### src/kmps_pkg.sv
// Shared constants and codes for the prefix-table string search block.
`timescale 1ns / 1ps
`default_nettype none

package kmps_pkg;

  localparam int PATTERN_MAX_DEF     = 64;
  localparam int TEXT_INDEX_BITS_DEF = 32;

  localparam logic [1:0] MODE_LOAD    = 2'd0;
  localparam logic [1:0] MODE_TEXT    = 2'd1;
  localparam logic [1:0] MODE_RESTART = 2'd2;

  typedef enum logic [3:0] {
    S_IDLE = 4'b0001,
    S_LDT  = 4'b0010,
    S_CMP  = 4'b0100,
    S_OUT  = 4'b1000
  } state_t;

endpackage

`default_nettype wire

### src/prefix_table_string_search.sv
// Top level of the prefix-table (KMP) first-occurrence string search block.
// Text byte: accepted in S_IDLE, then compared in S_CMP, with one prefix-table fallback step per mismatch
//   (one read of the pattern memory and the table memory per step).
// Pattern load at position 0 completes in S_IDLE; later positions go through S_LDT and S_CMP plus fallbacks.
// Restart, unused mode, ignored load, text with no pattern or text after a match complete in S_IDLE.
// Synchronous active-low reset clears control and search state (pattern length resets to 1); memories are not cleared.
`timescale 1ns / 1ps
`default_nettype none

module prefix_table_string_search
  import kmps_pkg::*;
#(
  parameter int PATTERN_MAX     = PATTERN_MAX_DEF,
  parameter int TEXT_INDEX_BITS = TEXT_INDEX_BITS_DEF
) (
  input  wire logic        clk,
  input  wire logic        rst_n,

  input  wire logic        cfg_valid,
  output logic             cfg_ready,
  input  wire logic [6:0]  cfg_pattern_length,

  input  wire logic        in_valid,
  output logic             in_ready,
  input  wire logic [1:0]  in_mode,
  input  wire logic [5:0]  in_pattern_position,
  input  wire logic [7:0]  in_symbol,

  output logic             out_valid,
  input  wire logic        out_ready,
  output logic             out_found,
  output logic [31:0]      out_match_start,
  output logic [6:0]       out_matched_count
);

  localparam int IDX_W = $clog2(PATTERN_MAX);
  localparam int LEN_W = $clog2(PATTERN_MAX + 1);
  localparam int CMP_W = (LEN_W > 7) ? LEN_W : 7;
  localparam int TB    = TEXT_INDEX_BITS;

  // Control state
  state_t             state_r, state_nxt;
  logic [6:0]         plen_r, plen_nxt;
  logic [LEN_W-1:0]   build_len_r, build_len_nxt;
  logic [LEN_W-1:0]   match_r, match_nxt;
  logic [TB-1:0]      tpos_r, tpos_nxt;
  logic               found_r, found_nxt;
  logic [TB-1:0]      fms_r, fms_nxt;
  logic               out_valid_r, out_valid_nxt;

  // Per-transaction working registers
  logic [LEN_W-1:0]   j_r, j_nxt;
  logic [7:0]         sym_r, sym_nxt;
  logic [IDX_W-1:0]   pos_r, pos_nxt;
  logic               load_r, load_nxt;

  // Result register
  logic               out_found_r;
  logic [31:0]        out_start_r;
  logic [6:0]         out_count_r;

  // Memory ports
  logic               p_we, t_we;
  logic [IDX_W-1:0]   p_waddr, t_waddr, p_raddr, t_raddr;
  logic [7:0]         p_wdata, p_rdata;
  logic [LEN_W-1:0]   t_wdata, t_rdata;

  // Datapath helpers
  logic [CMP_W-1:0]   m_raw;
  logic [LEN_W-1:0]   eff_len;
  logic [LEN_W-1:0]   j0;
  logic [LEN_W-1:0]   j_fin;
  logic               hit;
  logic               load_ok;
  logic               slot_free;
  logic               done;
  logic               out_load;
  logic [63:0]        fms_ext;

  kmps_ram #(
    .DEPTH (PATTERN_MAX),
    .WIDTH (8),
    .AW    (IDX_W)
  ) u_pattern_ram (
    .clk   (clk),
    .we    (p_we),
    .waddr (p_waddr),
    .wdata (p_wdata),
    .raddr (p_raddr),
    .rdata (p_rdata)
  );

  kmps_ram #(
    .DEPTH (PATTERN_MAX),
    .WIDTH (LEN_W),
    .AW    (IDX_W)
  ) u_prefix_ram (
    .clk   (clk),
    .we    (t_we),
    .waddr (t_waddr),
    .wdata (t_wdata),
    .raddr (t_raddr),
    .rdata (t_rdata)
  );

  // Effective pattern length: zero counts as one, clamp to capacity, then to loaded bytes.
  always_comb begin
    m_raw = (plen_r == 7'd0) ? CMP_W'(1) : CMP_W'(plen_r);
    if (m_raw > CMP_W'(PATTERN_MAX)) begin
      m_raw = CMP_W'(PATTERN_MAX);
    end
    if (m_raw > CMP_W'(build_len_r)) begin
      m_raw = CMP_W'(build_len_r);
    end
  end
  assign eff_len = LEN_W'(m_raw);

  // A shrunk length restarts the match from scratch.
  assign j0 = (match_r >= eff_len) ? '0 : match_r;

  // Loads must arrive in order; position zero always starts a new pattern.
  assign load_ok = ((in_pattern_position == 6'd0) ||
                    (CMP_W'(in_pattern_position) == CMP_W'(build_len_r))) &&
                   (CMP_W'(in_pattern_position) < CMP_W'(PATTERN_MAX));

  assign hit       = (p_rdata == sym_r);
  assign j_fin     = j_r + LEN_W'(hit);
  assign slot_free = !out_valid_r || out_ready;

  always_comb begin
    state_nxt     = state_r;
    build_len_nxt = build_len_r;
    match_nxt     = match_r;
    tpos_nxt      = tpos_r;
    found_nxt     = found_r;
    fms_nxt       = fms_r;
    j_nxt         = j_r;
    sym_nxt       = sym_r;
    pos_nxt       = pos_r;
    load_nxt      = load_r;
    done          = 1'b0;

    p_we    = 1'b0;
    p_waddr = IDX_W'(in_pattern_position);
    p_wdata = in_symbol;
    t_we    = 1'b0;
    t_waddr = pos_r;
    t_wdata = j_fin;
    p_raddr = j_r[IDX_W-1:0];
    t_raddr = IDX_W'(j_r - LEN_W'(1));

    case (state_r)
      S_IDLE: begin
        if (in_valid) begin
          sym_nxt = in_symbol;
          pos_nxt = IDX_W'(in_pattern_position);
          case (in_mode)
            MODE_LOAD: begin
              if (load_ok) begin
                // Store the byte now; the walk below only reads earlier entries.
                p_we      = 1'b1;
                match_nxt = '0;
                tpos_nxt  = '0;
                found_nxt = 1'b0;
                fms_nxt   = '0;
                if (in_pattern_position == 6'd0) begin
                  t_we          = 1'b1;
                  t_waddr       = '0;
                  t_wdata       = '0;
                  build_len_nxt = LEN_W'(1);
                  done          = 1'b1;
                end else begin
                  t_raddr   = IDX_W'(in_pattern_position - 6'd1);
                  load_nxt  = 1'b1;
                  state_nxt = S_LDT;
                end
              end else begin
                done = 1'b1;
              end
            end
            MODE_TEXT: begin
              if (found_r) begin
                done = 1'b1;
              end else begin
                tpos_nxt = tpos_r + TB'(1);
                if (eff_len == '0) begin
                  match_nxt = '0;
                  done      = 1'b1;
                end else begin
                  j_nxt     = j0;
                  p_raddr   = j0[IDX_W-1:0];
                  t_raddr   = IDX_W'(j0 - LEN_W'(1));
                  load_nxt  = 1'b0;
                  state_nxt = S_CMP;
                end
              end
            end
            MODE_RESTART: begin
              match_nxt = '0;
              tpos_nxt  = '0;
              found_nxt = 1'b0;
              fms_nxt   = '0;
              done      = 1'b1;
            end
            default: begin
              done = 1'b1;
            end
          endcase
        end
      end

      S_LDT: begin
        // Table entry of the previous position seeds the walk.
        j_nxt     = t_rdata;
        p_raddr   = t_rdata[IDX_W-1:0];
        t_raddr   = IDX_W'(t_rdata - LEN_W'(1));
        state_nxt = S_CMP;
      end

      S_CMP: begin
        if ((j_r != '0) && !hit) begin
          // Fall back one table step and fetch the next candidate.
          j_nxt   = t_rdata;
          p_raddr = t_rdata[IDX_W-1:0];
          t_raddr = IDX_W'(t_rdata - LEN_W'(1));
        end else begin
          if (load_r) begin
            t_we          = 1'b1;
            build_len_nxt = LEN_W'(pos_r) + LEN_W'(1);
            match_nxt     = '0;
            tpos_nxt      = '0;
            found_nxt     = 1'b0;
            fms_nxt       = '0;
          end else begin
            match_nxt = j_fin;
            if (j_fin == eff_len) begin
              found_nxt = 1'b1;
              fms_nxt   = tpos_r - TB'(eff_len);
            end
          end
          done = 1'b1;
        end
      end

      S_OUT: begin
        if (slot_free) begin
          state_nxt = S_IDLE;
        end
      end

      default: begin
        state_nxt = S_IDLE;
      end
    endcase

    // Hold the result back while the output register is still occupied.
    if (done) begin
      state_nxt = slot_free ? S_IDLE : S_OUT;
    end
  end

  assign out_load      = slot_free && (done || (state_r == S_OUT));
  assign out_valid_nxt = out_load ? 1'b1 : (out_valid_r && !out_ready);
  assign plen_nxt      = (cfg_valid && cfg_ready) ? cfg_pattern_length : plen_r;
  assign fms_ext       = 64'(fms_nxt);

  always_ff @(posedge clk) begin
    if (!rst_n) begin
      state_r     <= S_IDLE;
      plen_r      <= 7'd1;
      build_len_r <= '0;
      match_r     <= '0;
      tpos_r      <= '0;
      found_r     <= 1'b0;
      fms_r       <= '0;
      out_valid_r <= 1'b0;
    end else begin
      state_r     <= state_nxt;
      plen_r      <= plen_nxt;
      build_len_r <= build_len_nxt;
      match_r     <= match_nxt;
      tpos_r      <= tpos_nxt;
      found_r     <= found_nxt;
      fms_r       <= fms_nxt;
      out_valid_r <= out_valid_nxt;
    end
  end

  always_ff @(posedge clk) begin
    j_r    <= j_nxt;
    sym_r  <= sym_nxt;
    pos_r  <= pos_nxt;
    load_r <= load_nxt;
    if (out_load) begin
      out_found_r <= found_nxt;
      out_start_r <= found_nxt ? fms_ext[31:0] : 32'd0;
      out_count_r <= 7'(match_nxt);
    end
  end

  assign cfg_ready         = 1'b1;
  assign in_ready          = (state_r == S_IDLE);
  assign out_valid         = out_valid_r;
  assign out_found         = out_found_r;
  assign out_match_start   = out_start_r;
  assign out_matched_count = out_count_r;

`ifndef SYNTHESIS
  // The matched length never runs past the loaded pattern.
  a_match_within_pattern: assert property (@(posedge clk) disable iff (!rst_n)
    match_r <= build_len_r)
    else $error("matched length exceeds loaded pattern length");

  // A latched match always carries a nonzero matched length.
  a_found_has_length: assert property (@(posedge clk) disable iff (!rst_n)
    found_r |-> (match_r != '0))
    else $error("found set with zero matched length");

  // The walk index stays inside the memories.
  a_walk_in_range: assert property (@(posedge clk) disable iff (!rst_n)
    (state_r == S_CMP) |-> (CMP_W'(j_r) < CMP_W'(PATTERN_MAX)))
    else $error("walk index out of range");

  // A result waiting in S_OUT is delivered before a new transaction is taken.
  a_out_blocks_input: assert property (@(posedge clk) disable iff (!rst_n)
    (state_r == S_OUT) |-> !in_ready)
    else $error("input taken while a result is pending");
`endif

endmodule

`default_nettype wire

### src/kmps_ram.sv
// Simple dual-port synchronous memory, one write and one registered read port.
`timescale 1ns / 1ps
`default_nettype none

module kmps_ram
  import kmps_pkg::*;
#(
  parameter int DEPTH = PATTERN_MAX_DEF,
  parameter int WIDTH = 8,
  parameter int AW    = $clog2(DEPTH)
) (
  input  wire logic             clk,
  input  wire logic             we,
  input  wire logic [AW-1:0]    waddr,
  input  wire logic [WIDTH-1:0] wdata,
  input  wire logic [AW-1:0]    raddr,
  output logic      [WIDTH-1:0] rdata
);

  logic [WIDTH-1:0] mem [DEPTH];

  always_ff @(posedge clk) begin
    if (we) begin
      mem[waddr] <= wdata;
    end
  end

  always_ff @(posedge clk) begin
    rdata <= mem[raddr];
  end

endmodule

`default_nettype wire
### config.mk
export PLATFORM = sky130hd
export DESIGN_NAME = prefix_table_string_search
export DESIGN_NICKNAME = d
export VERILOG_FILES = /design/src/kmps_pkg.sv /design/src/prefix_table_string_search.sv /design/src/kmps_ram.sv
export SDC_FILE = /design/constraint.sdc
export NUM_CORES = 1
export LEC_CHECK = 0
export BUFFER_PORTS_ARGS = -buffer_cell sky130_fd_sc_hd__buf_2
export CELL_PAD_IN_SITES_DETAIL_PLACEMENT = 0
export CELL_PAD_IN_SITES_GLOBAL_PLACEMENT = 1
export CORE_ASPECT_RATIO = 0.7
export CORE_UTILIZATION = 59
export CTS_BUF_LIST = sky130_fd_sc_hd__clkbuf_8
export DETAILED_ROUTE_END_ITERATION = 6
export PLACE_DENSITY_LB_ADDON = 0.1
export SYNTH_ARGS = -nofsm -noshare
export SYNTH_HDL_FRONTEND = slang
export SYNTH_SLANG_ARGS = --single-unit
### constraint.sdc
create_clock -name clk -period 12.5 [get_ports clk]
set_input_delay 2.5 -clock clk [delete_from_list [all_inputs] [get_ports clk]]
set_output_delay 2.5 -clock clk [all_outputs]
set_load 0.05 [all_outputs]
* Yosys cells after proc, flatten, opt, wreduce, memory -nomap -nowiden
Memory sizes are Yosys's and may differ from the RTL's. A register that Yosys moved wholly into a read port is not among the register bits. Cells that the tools add are included.
Word-level totals: register bits after elaboration 153, memory bits (writable) 960, input port bits 28, output and inout bits 43, logic and storage cells 193, memories kept 2
Memories:
- u_pattern_ram.mem | depth 64, bits a word 8, rd ports 1, clocked after memory_dff 1, write ports 1, line kmps_ram.sv:20 | logic [WIDTH-1:0] mem [DEPTH];
- u_prefix_ram.mem | depth 64, bits a word 7, rd ports 1, clocked after memory_dff 1, write ports 1, line kmps_ram.sv:20
Cells by class: add/sub/neg operators 8, magnitude comparators 3, equal/unequal tests 34, muxes and demuxes 108, reductions and logical operators 23
Operators by type and width (number):
- 32-bit two-way mux | 10
- 32-bit case mux with 2 select lines | 3
- 7-bit two-way mux | 26
- 6-bit two-way mux | 16
- 32-bit case mux with 3 select lines | 1
- 7-bit case mux with 3 select lines | 2
- 6-bit case mux with 3 select lines | 2
- 32-bit by 1-bit adder with 32-bit output (second input constant) | 1
- 4-bit two-way mux | 8
- 32-bit by 7-bit subtractor with 32-bit output | 1
- 1-bit two-way mux | 29
- 7-bit case mux with 2 select lines | 2
- 6-bit by 1-bit subtractor with 6-bit output (second input constant) | 4
- 2-bit inequality test (second input constant) | 11
- 7-bit AND reduction | 3
- 4-bit inequality test (second input constant) | 4
- 4-bit case mux with 4 select lines | 1
- 7-bit zero test | 2
- 1-bit case mux with 2 select lines | 6
- 6-bit case mux with 2 select lines | 1
- 3-bit inequality test (second input constant) | 3
- 8-bit equality test | 1
- 2-bit by 1-bit inequality test with 1-bit output (second input constant) | 4
- 4-bit by 1-bit inequality test with 1-bit output (second input constant) | 2
- 26 further kinds | 33

* Longest topological paths before layout
Gate-level depths: netlist of run 1.
depth after elaboration 15, mapped depth 31, gate-level depth less buffers 29

* Modules after synthesis
From an unflattened synthesis of run 1, not the netlist that was laid out.
Unflattened totals: cells, all modules 2862, area total of the unflattened synthesis 47441.8 sq um
Modules (own cells, without submodules):
- kmps_ram at u_pattern_ram | instances 1, cells each 972, area an instance 20190.6 sq um
- kmps_ram at u_prefix_ram | instances 1, cells each 827, area an instance 17635.7 sq um
- prefix_table_string_search | instances 1, cells each 1063, area an instance 9615.5 sq um

* Worst setup path after synthesis of run 1
Ideal clock, no wire load.
kind register to register, from reg plen_r[1], to reg u_prefix_ram.rdata[3] (read register of u_prefix_ram.mem), library setup time 0.134 ns, arrival 6.299 ns, required time 12.366 ns, setup slack 6.067 ns, cell stages (with the launch flop) 31, buffers on the path 2, period minus slack after synthesis 6.433 ns, cells stage by stage dfxtp_1 -> nor3_1 -> a21oi_1 -> nor2_1 -> inv_1 -> ha_1 -> and3_1 -> a21oi_1 -> o21ai_0 -> a21oi_1 -> nor2_1 -> mux2_2 -> ha_1 -> nor2b_1 -> o21ai_0 -> a2111oi_0 -> a211oi_1 -> nor2_1 -> nand2_1 -> ha_1 -> or3_1 -> nor3_2 -> nand3_1 -> a32oi_2 -> buf_6 -> buf_4 -> mux2i_1 -> nor2_1 -> nor3_1 -> nor4_1 -> or4_1
Between the ends: word-level cells in the longest chain between the ends 14, elaborated cells on any way between the ends 15, those cells by class add/sub: 1; order compare: 3; mux: 9; reduce/logical: 2
RTL lines:
- start: declaration | line prefix_table_string_search.sv:43 | logic [6:0] plen_r, plen_nxt;
- start signal: assignment | line prefix_table_string_search.sv:279 | plen_r <= plen_nxt;
- 7-bit zero test | line prefix_table_string_search.sv:108 | m_raw = (plen_r == 7'd0) ? CMP_W'(1) : CMP_W'(plen_r);
- 7-bit two-way mux * | line prefix_table_string_search.sv:108
- 7-bit greater-than comparator | line prefix_table_string_search.sv:109 | if (m_raw > CMP_W'(PATTERN_MAX)) begin
- 7-bit two-way mux * | line prefix_table_string_search.sv:109
- 7-bit greater-than comparator | line prefix_table_string_search.sv:112 | if (m_raw > CMP_W'(build_len_r)) begin
- 7-bit two-way mux * | line prefix_table_string_search.sv:112
- 7-bit greater-or-equal comparator | line prefix_table_string_search.sv:119 | assign j0 = (match_r >= eff_len) ? '0 : match_r;
- 7-bit two-way mux | line prefix_table_string_search.sv:119
- 6-bit by 1-bit subtractor with 6-bit output | line prefix_table_string_search.sv:192 | t_raddr = IDX_W'(j0 - LEN_W'(1));
- 6-bit two-way mux * | line prefix_table_string_search.sv:186 | if (eff_len == '0) begin
- 6-bit two-way mux * | line prefix_table_string_search.sv:182 | if (found_r) begin
- 6-bit case mux with 2 select lines * | line prefix_table_string_search.sv:157 | case (in_mode)
- 6-bit two-way mux * | line prefix_table_string_search.sv:154 | if (in_valid) begin
- 6-bit case mux with 3 select lines * | line prefix_table_string_search.sv:152 | case (state_r)
- end: declaration | line kmps_ram.sv:17 | output logic [WIDTH-1:0] rdata
Every way passes the cells marked *; elsewhere a longest branch is shown, timed or not. A chain may end at the register's enable or synchronous reset.

* Final worst setup path of run 1
from reg plen_r[3], to reg u_prefix_ram.rdata[6] (read register of u_prefix_ram.mem)
The elaborated chain is that of the path after synthesis.

==> run summary, run 1 <==
The flow ran to the end, but the final reports show violations. The checks that failed: design-rule violations. In this run the post-CTS setup repair buffer count came out at 0. The leakage component of the power is 18.0 nW, and the async set-reset flop share out of synthesis is 0%.

After synthesis the cells add up to 0.0478 mm^2. After synthesis, the cell types taking the most area are sky130_fd_sc_hd__edfxtp_1 (64%), sky130_fd_sc_hd__dfxtp_1 (4.4%), sky130_fd_sc_hd__mux2i_1 (4.2%), sky130_fd_sc_hd__nand2_1 (3.8%), sky130_fd_sc_hd__nor2_1 (2.6%). In this run the worst path has a maximum fanout of 176.

The worst hold-check path type is reg2reg. After filler insertion, the fill cell instance count of the layout stands at 5865. Clock latency on the worst-skew pair, taken at its later pin, is 0.84 ns.

Across the run, the number of max-cap violations was 0. In this run, the number of DRC markers left after iteration 0 of detailed routing was 4458. The die is 240 um tall. In this run the cell area measured after placement is 0.0488 mm^2. The number of enable flip-flop cells after synthesis is 1022, and the via count of the first global-routing pass is 29700. In the layout the commonest cells are sky130_fd_sc_hd__edfxtp_1 (1022), sky130_fd_sc_hd__nand2_1 (478), sky130_fd_sc_hd__nor2_1 (322). Combinational family with the most area after synthesis: simple AND/OR/NAND/NOR gates. The logic depth of the worst path, buffers included works out to 30.

For this run, the number of Yosys warnings is 0. Clock skew on the completed layout was measured at 0.0543 ns. The initial antenna violation count is 2. The total number of vias is 31700, and the layout overhead on the synthesized area is 8.74%. The logs give 31.6% for the total global routing track utilization and 177 for the largest net degree at the start of global routing. Counting instances, the worst hold path has a depth of 2. The detail route stage leaves a number of antenna-violating nets equal to 0. The final count of hold timing violations came out at 0. After clock tree synthesis, the repair step resized 0 gates.

The tools report the net count of the finished layout as 3773. On the worst path, the slowest cell contributes a delay of 0.71 ns. The tools report the clock sink count as 1128. The number of rows created at floorplan was 86; the adder-cell share of the synthesized area was 0.770%.

The largest delay contributor family on the critical path is simple AND/OR/NAND/NOR gates. TritonCTS built the clock tree. With fillers left out, the area of the finished cells amounts to 0.0519 mm^2. The slowest stage of the critical path belongs to the cell sky130_fd_sc_hd__buf_12.

Dominant cell type by area after synthesis: sky130_fd_sc_hd__edfxtp_1. After detailed routing, the total wire length is 130000 um. The run gives 3.60 ns as the smallest setup slack after layout. The run gives 165 as the number of buffers created by CTS. STA classifies the critical path endpoint as a register.

The initial utilization of the core area, before any placement, comes to 60.1%. The worst setup path is launched from a register. The accumulated negative setup slack is 0 ns, and the floorplan die area is 0.0821 mm^2. Clock tree synthesis selected as its root buffer the cell sky130_fd_sc_hd__clkbuf_8.

After legalization and detailed placement, the total HPWL measured 81300 um. The tools report the startpoint of the worst register-to-register path as plen_r[3]$_SDFFE_PN0P_. Relative slew slack: 14.3%. Setup repair after global routing left no endpoint under its margin.

The region available for standard cell placement spans 0.0794 mm^2. At the pin with the least slew margin, the transition time is 1.28 ns. The worst path needs 8.90 ns of the cycle, external delays included.

Power consumption: 10.9 mW. The top-area cell type share of the netlist area is 64.3%, and the final count of pins violating max slew is 0. The most used flip-flop cell after synthesis is sky130_fd_sc_hd__edfxtp_1. In the final layout, the share of cells above drive strength 1 is 10.9%. Pin placement for this block handled 71 I/O pins. Counting cells, the worst reg-to-reg path comes to 30. Setup violations remaining at the end of the flow were counted as 0. Counting flops and latches in the post-synthesis netlist gives 1128. The tools report the worst slack at placement as 3.75 ns. Total of hold buffers inserted after clock tree synthesis: 0. Measured against the total synthesized area, the mux share comes to 4.83%. For this run the aggregate overflow at the end of global routing stands at 0.

Across all hold checks on the routed design, the worst slack comes to 0.473 ns. When the netlist entered floorplanning its net count stood at 3688. The netlist uses 95 different library cells. The path type of the worst setup path is reg2reg. The most common cell after layout, fill and taps aside is sky130_fd_sc_hd__edfxtp_1.

The critical path buffer and inverter count came out at 3. The clock-pin transition on the worst setup and hold timing paths is 0.07 ns. In this run the deepest clock path goes through 3 buffers.

The critical path launch point is plen_r[3]$_SDFFE_PN0P_. The maximum resistive drop on vdd is 0.222 mV. The first TritonRoute pass finished after 7 iterations. The synthesized netlist devotes 1.69% of its cell area to XOR and XNOR gates. Number of H-tree branching levels: 4. After Yosys synthesis, and, or, nand and nor cells account for 12.4% of the synthesized area. At the end of routability-driven placement, the weighted congestion stood at 0.933.

Dividing the synthesized area by the synthesized cell count gives 13.1 um^2. The die width is 342 um, and the worst path arrival time is 9.60 ns. Synthesis produced 3632 cells. The startpoint identified for the worst hold timing path is fms_r[17]$_SDFF_PN0_. For the worst setup path, the data required time is 13.20 ns.

The final worst-path cycle share was 71.2%. The share of the Yosys chip area taken by registers is 68.7%. Derived from the worst setup path, the maximum achievable clock frequency is 112 MHz. Power spread over the standard cell area amounts to 210 mW/mm^2. Using the TritonRoute via totals, the vias-per-cell ratio works out to 6.46.

In the final routed layout, each cell accounts on average for 26.4 um. The synthesized netlist devotes 8.95% of its cell area to compound gates. The number of DRC violations after detailed routing was 22.

The first global-routing pass estimated 191000 um of wire. The number of port buffers was 69.
[flip-flops by register name, indices dropped and copies added (netlist names)]
register	flops
pos_r	6
fms_r	32
u_pattern_ram.mem	512
out_matched_count	7
u_prefix_ram.rdata	7
match_r	7
load_r	1
out_valid	1
out_found	1
sym_r	8
build_len_r	7
u_prefix_ram.mem	448
found_r	1
state_r	4
out_match_start	32
tpos_r	32
u_pattern_ram.rdata	8
plen_r	7
j_r	7
[area by class of cell]
| type | instances | area [um^2] | share of cell area, % |
|---|---|---|---|
| antenna | 2 | 5.00 | 0.00964 |
| clock inverter | 118 | 609 | 1.17 |
| timing repair buffer | 123 | 763 | 1.47 |
| clock buffer | 180 | 2480 | 4.77 |
| sequential | 1128 | 32800 | 63.2 |
| tap | 1056 | 1320 | 2.54 |
| multi-input combinational | 2261 | 13800 | 26.6 |
| inverter | 38 | 144 | 0.277 |
[report_power, final]
group	leakage, nW	switching (mW)	internal [mW]
clock	1.82	1.43	1.38
sequential	10.1	0.0930	4.32
combinational	6.08	2.61	1.10
[path summary, 6_finish.rpt]
kind / to / slack, ns
setup reg to reg: u_prefix_ram.rdata[6]$_DFF_P_ / 3.60
hold reg to reg: fms_r[17]$_SDFF_PN0_ / 0.47
hold / removal: fms_r[17]$_SDFF_PN0_ / 0.47
setup / recovery: u_prefix_ram.rdata[6]$_DFF_P_ / 3.60
[logic make-up after synthesis]
family / count (synthesis)
buffers and inverters: 243
multiplexers: 222
flip-flops: 1128
adder cells (fa/ha/maj): 29
other: 1
AO/OA/AOI/OAI: 626
XOR/XNOR: 92
AND/OR/NAND/NOR: 1291
[stage by stage]
step	std cells	util, %
5_1_grt	4906	65.4
2_1_floorplan	3632	-
4_1_cts	4904	65.4
3_5_place_dp	4606	61.5
3_3_place_gp	4606	61.5
6_report	4906	65.4
[synthesized netlist by cell type, drive strengths merged (40+ instances only)]
| master | number |
|---|---|
| a21oi | 142 |
| and2 | 64 |
| dfxtp | 106 |
| nor2 | 332 |
| o21ai | 83 |
| clkbuf | 82 |
| nor3 | 74 |
| edfxtp | 1022 |
| xor2 | 52 |
| xnor2 | 40 |
| and3 | 86 |
| nand2 | 482 |
| mux2i | 201 |
| a31oi | 61 |
| a211oi | 98 |
| nand3 | 129 |
| buf | 123 |
[tightest hold or removal path, cell delays in order (launching register included)]
cell	delay (ns)
sky130_fd_sc_hd__dfxtp_1	0.30
sky130_fd_sc_hd__a21oi_1	0.07
sky130_fd_sc_hd__nor2_1	0.07
[per-layer routing]
| layer | global-route usage, % | share of wire [%] | up-vias |
|---|---|---|---|
| met4 | 6.82 | 1.4 | 0 |
| met5 | 0 | 0 | - |
| met1 | 50.6 | 44 | 15700 |
| met2 | 42.8 | 41 | 1944 |
| li1 | - | - | 13900 |
| met3 | 8.49 | 13 | 174 |
(Power assumes the default switching activity.)
==> inputs of run 2 (changes only) <==
--- a/config.mk
+++ b/config.mk
@@ -5,11 +5,12 @@
 export SDC_FILE = /design/constraint.sdc
 export NUM_CORES = 1
 export LEC_CHECK = 0
+export ABC_AREA = 1
 export BUFFER_PORTS_ARGS = -buffer_cell sky130_fd_sc_hd__buf_2
 export CELL_PAD_IN_SITES_DETAIL_PLACEMENT = 0
 export CELL_PAD_IN_SITES_GLOBAL_PLACEMENT = 1
 export CORE_ASPECT_RATIO = 0.7
-export CORE_UTILIZATION = 59
+export CORE_UTILIZATION = 47
 export CTS_BUF_LIST = sky130_fd_sc_hd__clkbuf_8
 export DETAILED_ROUTE_END_ITERATION = 6
 export PLACE_DENSITY_LB_ADDON = 0.1
==> constraint.sdc (replaced) <==
create_clock -name clk -period 7.6 [get_ports clk]
set_input_delay 1.52 -clock clk [delete_from_list [all_inputs] [get_ports clk]]
set_output_delay 1.52 -clock clk [all_outputs]
set_load 0.05 [all_outputs]
==> run 2 against run 1 <==
Against the previous run: global-route usage fell by 4.5 points; non-clock buffer count is 14 higher; routed wire length grew 16%; die area increased by 36%; flip-flop and latch count did not move; clock-buffer cell count up 4; the run now ends clean; largest cell class unchanged; design area increased by 8.9%; maximum frequency rose by 49%; first-iteration DRC count decreased by 22%; critical endpoint is now u_pattern_ram.rdata[2]$_DFF_P_; sequential share of layout area shrank 5.2 points; clock skew rose by 0.00060 ns; critical path depth is 7 higher.
==> run summary, run 2 <==
The logs give 0.111 mm^2 (was 0.0821 mm^2) for the floorplan die area and 5305 (was 3773) for the net count of the finished layout. Path type of the worst setup path: reg2reg (unchanged). The logs give 0 (unchanged) for the total of hold buffers inserted after clock tree synthesis and 61 (was 95) for the count of cell types in the netlist. For the overall routed net length, the log shows 151000 um (was 130000 um). The delay of the slowest cell on the worst path is 0.50 ns (was 0.71 ns). Worst slack at placement: 1.75 ns (was 3.75 ns).

The number of DRC violations after detailed routing was 0 (was 22). The total number of vias was 36900 (was 31700). For the area of all sequential standard cells, the log shows 0.0328 mm^2 (unchanged). The detail-routed via count per cell is 5.40 (was 6.46). The sequential-to-total area share from yosys stat came out at 63.5% (was 68.7%). The transition time at the pin with the least slew margin is 1.22 ns (was 1.28 ns), and the final count of pins violating max slew is 0 (unchanged). The tools report the synthesized netlist cell count as 5185 (was 3632). The worst min-delay path startpoint is plen_r[2]$_SDFFE_PN0P_ (was fms_r[17]$_SDFF_PN0_). The top register by number of flip-flops is u_pattern_ram.mem (unchanged). Final period demand of the worst path: 5.95 ns (was 8.90 ns).

The run gives 0.88 ns (was 0.84 ns) as the insertion delay of the later-clocked pin in the worst-skew pair. TritonCTS built the clock tree. The largest delay contributor family on the critical path was simple AND/OR/NAND/NOR gates (unchanged).

Most common cell after layout, fill and taps aside: sky130_fd_sc_hd__nand2_1 (was sky130_fd_sc_hd__edfxtp_1). The clock tree skew after final layout was 0.0549 ns (was 0.0543 ns). The last weighted congestion value of the routability-driven placer was 0.893 (was 0.933).

The dominant register cell in the synthesized netlist is sky130_fd_sc_hd__edfxtp_1 (unchanged). The flip-flop count of the largest register after layout was 512 (unchanged); the number of resized instances in the post-cts repair step was 0 (unchanged). The post-synthesis cell area was 0.0517 mm^2 (was 0.0478 mm^2); the clock sink count was 1128 (unchanged). The starting density of the core is 47.5% (was 60.1%). The top-area cell type share of the netlist area works out to 59.3% (was 64.3%). Number of iterations in the first detailed-routing pass: 6 (was 7). Final worst-path cycle share: 78.3% (was 71.2%).

Most numerous cell in the Yosys netlist: sky130_fd_sc_hd__nand2_1 (was sky130_fd_sc_hd__edfxtp_1). For the number of H-tree branching levels, the log shows 4 (unchanged). The count of placed standard cells including taps was 6512 (was 4606); the count of routing violations after the opening detailed-route iteration was 3487 (was 4458).

The critical path buffer and inverter count came out at 5 (was 3). The number of nets with antenna violations after routing is 0 (unchanged), and the highest fanout seen on the critical path is 71 (was 176). The number of port buffers came out at 69 (unchanged).

The length in cells of the worst reg-to-reg path was 37 (was 30). The run gives 5241 (was 3688) as the number of nets produced by synthesis. Setup repair after global routing left no endpoint under its margin. Among the stages of the critical path, the cell type that occurs most often is sky130_fd_sc_hd__nand2_1. The worst path arrival time was 6.76 ns (was 9.60 ns); the post-CTS setup repair buffer count was 0 (unchanged). The accumulated negative setup slack was 0 ns (unchanged).

The number of top-level design ports came out at 71 (unchanged). The async set-reset flop share out of synthesis is 0% (unchanged). Registers with the most flip-flops: u_pattern_ram.mem: 512 flops, u_prefix_ram.mem: 448 flops (unchanged).

For the number of setup violations in the final report, the log shows 0 (unchanged). The maximum frequency from static timing analysis was 168 MHz (was 112 MHz); the sum of net half-perimeters after detailed placement was 91700 um (was 81300 um). The run gives 177 (was 165) as the number of buffers created by CTS. The floorplan die height came out at 280 um (was 240 um). The flow ran to the end, and the final reports show no timing, DRC or antenna violations. The mean routed wirelength per cell was 22.0 um (was 26.4 um).

The startpoint of the worst register-to-register path was plen_r[3]$_SDFFE_PN0P_ (unchanged). The logs give 9928 (was 5865) for the number of filler cells placed in the layout and 1.65 ns (was 3.60 ns) for the smallest setup slack after layout. The tools report the required time of the critical path as 8.41 ns (was 13.20 ns). For the wire length of the first global-routing pass, the log shows 225000 um (was 191000 um). Clock-pin transition on the worst setup and hold timing paths: 0.06 ns (was 0.07 ns). The share of final-layout standard cells stronger than drive strength 1 works out to 8.51% (was 10.9%).

Endpoint of the worst hold-timing path: plen_r[2]$_SDFFE_PN0P_ (was fms_r[17]$_SDFF_PN0_). Largest net degree at the start of global routing: 129 (was 177). For the via count of the first global-routing pass, the log shows 34300 (was 29700). Ranking of synthesized cells by area: sky130_fd_sc_hd__edfxtp_1 (59%), sky130_fd_sc_hd__nand2_1 (8.7%), sky130_fd_sc_hd__nand3_1 (8.7%), sky130_fd_sc_hd__inv_1 (5.0%), sky130_fd_sc_hd__dfxtp_1 (4.1%) (was sky130_fd_sc_hd__edfxtp_1 (64%), sky130_fd_sc_hd__dfxtp_1 (4.4%), sky130_fd_sc_hd__mux2i_1 (4.2%), sky130_fd_sc_hd__nand2_1 (3.8%), sky130_fd_sc_hd__nor2_1 (2.6%)). The die width is 398 um (was 342 um). Slowest cell on the critical path: sky130_fd_sc_hd__inv_6 (was sky130_fd_sc_hd__buf_12). Most frequent cells in the layout: sky130_fd_sc_hd__nand2_1 (1194), sky130_fd_sc_hd__edfxtp_1 (1022), sky130_fd_sc_hd__nand3_1 (895) (was sky130_fd_sc_hd__edfxtp_1 (1022), sky130_fd_sc_hd__nand2_1 (478), sky130_fd_sc_hd__nor2_1 (322)). The worst hold-check path type is reg2reg (unchanged).

The final core utilization was 52.0% (was 65.4%). The mean area per synthesized cell is 9.97 um^2 (was 13.1 um^2). The final count of hold timing violations is 0 (unchanged), and the relative slew slack is 18.1% (was 14.3%). The residual overflow from global routing was 0 (unchanged); the number of enable flip-flop cells after synthesis was 1022 (unchanged).

Top cells by instance count after synthesis: sky130_fd_sc_hd__nand2_1 (1197), sky130_fd_sc_hd__edfxtp_1 (1022), sky130_fd_sc_hd__nand3_1 (895) (was sky130_fd_sc_hd__edfxtp_1 (1022), sky130_fd_sc_hd__nand2_1 (480), sky130_fd_sc_hd__nor2_1 (330)). The startpoint type of the worst setup path was a register (unchanged). The flop and latch count out of synthesis was 1128 (unchanged); the yosys synthesis warning count was 0 (unchanged).

The buffer cell driving the clock tree root was sky130_fd_sc_hd__clkbuf_8 (unchanged). The tools report the number of max-cap violations as 0 (unchanged). The category of the worst setup path capture point was a register (unchanged). The number of cells on the worst hold path came out at 2 (unchanged). The logs give 27.1% (was 31.6%) for the total global routing track utilization and 0.109 mm^2 (was 0.0794 mm^2) for the core outline area.

Number of rows created at floorplan: 101 (was 86). Endpoint of the worst-slack reg-to-reg timing path: u_pattern_ram.rdata[2]$_DFF_P_ (was u_prefix_ram.rdata[6]$_DFF_P_). The footprint of the multi-input gates came out at 0.0150 mm^2 (was 0.0138 mm^2).

The tools report the final cell count without fillers as 6838 (was 4906). The dominant cell type by area after synthesis is sky130_fd_sc_hd__edfxtp_1 (unchanged). For the initial antenna violation count, the log shows 12 (was 2). The tools report the maximum clock path buffer count as 3 (unchanged). Worst-case register-to-register setup slack: 1.65 ns (was 3.60 ns). The layout overhead on the synthesized area was 9.35% (was 8.74%).
-- run 2: cell types whose count changed after synthesis, sizes merged, moves of 67 or more --
| cell | delta |
|---|---|
| nand3 | +773 |
| nand2 | +732 |
| inv | +665 |
| mux2i | -201 |
| nand3b | +148 |
| a211oi | -88 |
| and3 | -84 |
| buf | +67 |
-- run 2: how the worst max path moves through the flow --
stage / start / end / slack [ns] / cells after the start
2_1_floorplan: in_pattern_position[3] / u_prefix_ram.mem[0][0]$_DFFE_PP_ / 3.04 / 12
3_3_place_gp: plen_r[3]$_SDFFE_PN0P_ / u_pattern_ram.rdata[3]$_DFF_P_ / 1.81 / 35
3_5_place_dp: plen_r[3]$_SDFFE_PN0P_ / u_pattern_ram.rdata[3]$_DFF_P_ / 1.75 / 35
4_1_cts: plen_r[3]$_SDFFE_PN0P_ / u_pattern_ram.rdata[3]$_DFF_P_ / 1.72 / 35
5_1_grt: plen_r[2]$_SDFFE_PN0P_ / u_pattern_ram.rdata[2]$_DFF_P_ / 1.16 / 35
6_report: plen_r[3]$_SDFFE_PN0P_ / u_pattern_ram.rdata[2]$_DFF_P_ / 1.65 / 37
-- run 2: cell families (layout without fill, tap and decap cells) --
| kind of cell | after synthesis | in the layout | synth area share [%] |
|---|---|---|---|
| flip-flops | 1128 | 1128 | 63.5 |
| AO/OA/AOI/OAI | 288 | 288 | 3.50 |
| adder cells (fa/ha/maj) | 28 | 28 | 0.692 |
| buffers and inverters | 959 | 1167 | 7.75 |
| other | 1 | 4 | 0.00725 |
| AND/OR/NAND/NOR | 2745 | 2745 | 24.0 |
| XOR/XNOR | 36 | 36 | 0.610 |
-- run 2: worst register-to-register path, delay by kind of cell (launching register included) --
kind,cells,cell delay [ns]
AND/OR/NAND/NOR,27,3.32
adder cells (fa/ha/maj),2,0.57
AO/OA/AOI/OAI,3,0.34
buffers and inverters,5,1.30
flip-flops,1,0.37
-- run 2: cell type report --
class	count	area share, %
timing repair buffer	137	1.71
sequential	1128	58.0
clock inverter	139	1.27
antenna	3	0.0133
multi-input combinational	3098	26.6
inverter	707	4.70
tap	1442	3.19
clock buffer	184	4.48
-- run 2: per-layer routing --
layer	GRT usage [%]	up-vias	routed length, um
li1	-	17600	-
met1	42.3	17600	71400
met2	36.7	1502	61300
met3	6.78	216	14400
met4	8.01	4	3480
met5	0	-	31
-- run 2: per-stage QoR --
stage          hold WS, ns  area [um^2]
6_report             0.491        56500
5_1_grt              0.518        56500
4_1_cts              0.491        56500
3_5_place_dp         0.483        53300
3_3_place_gp         0.477        53300
2_1_floorplan        0.449        51700
Power of run 2 is left out: the tool's default activity adds up to more than one toggle a clock period on the data nets, which glitch-free logic cannot reach.
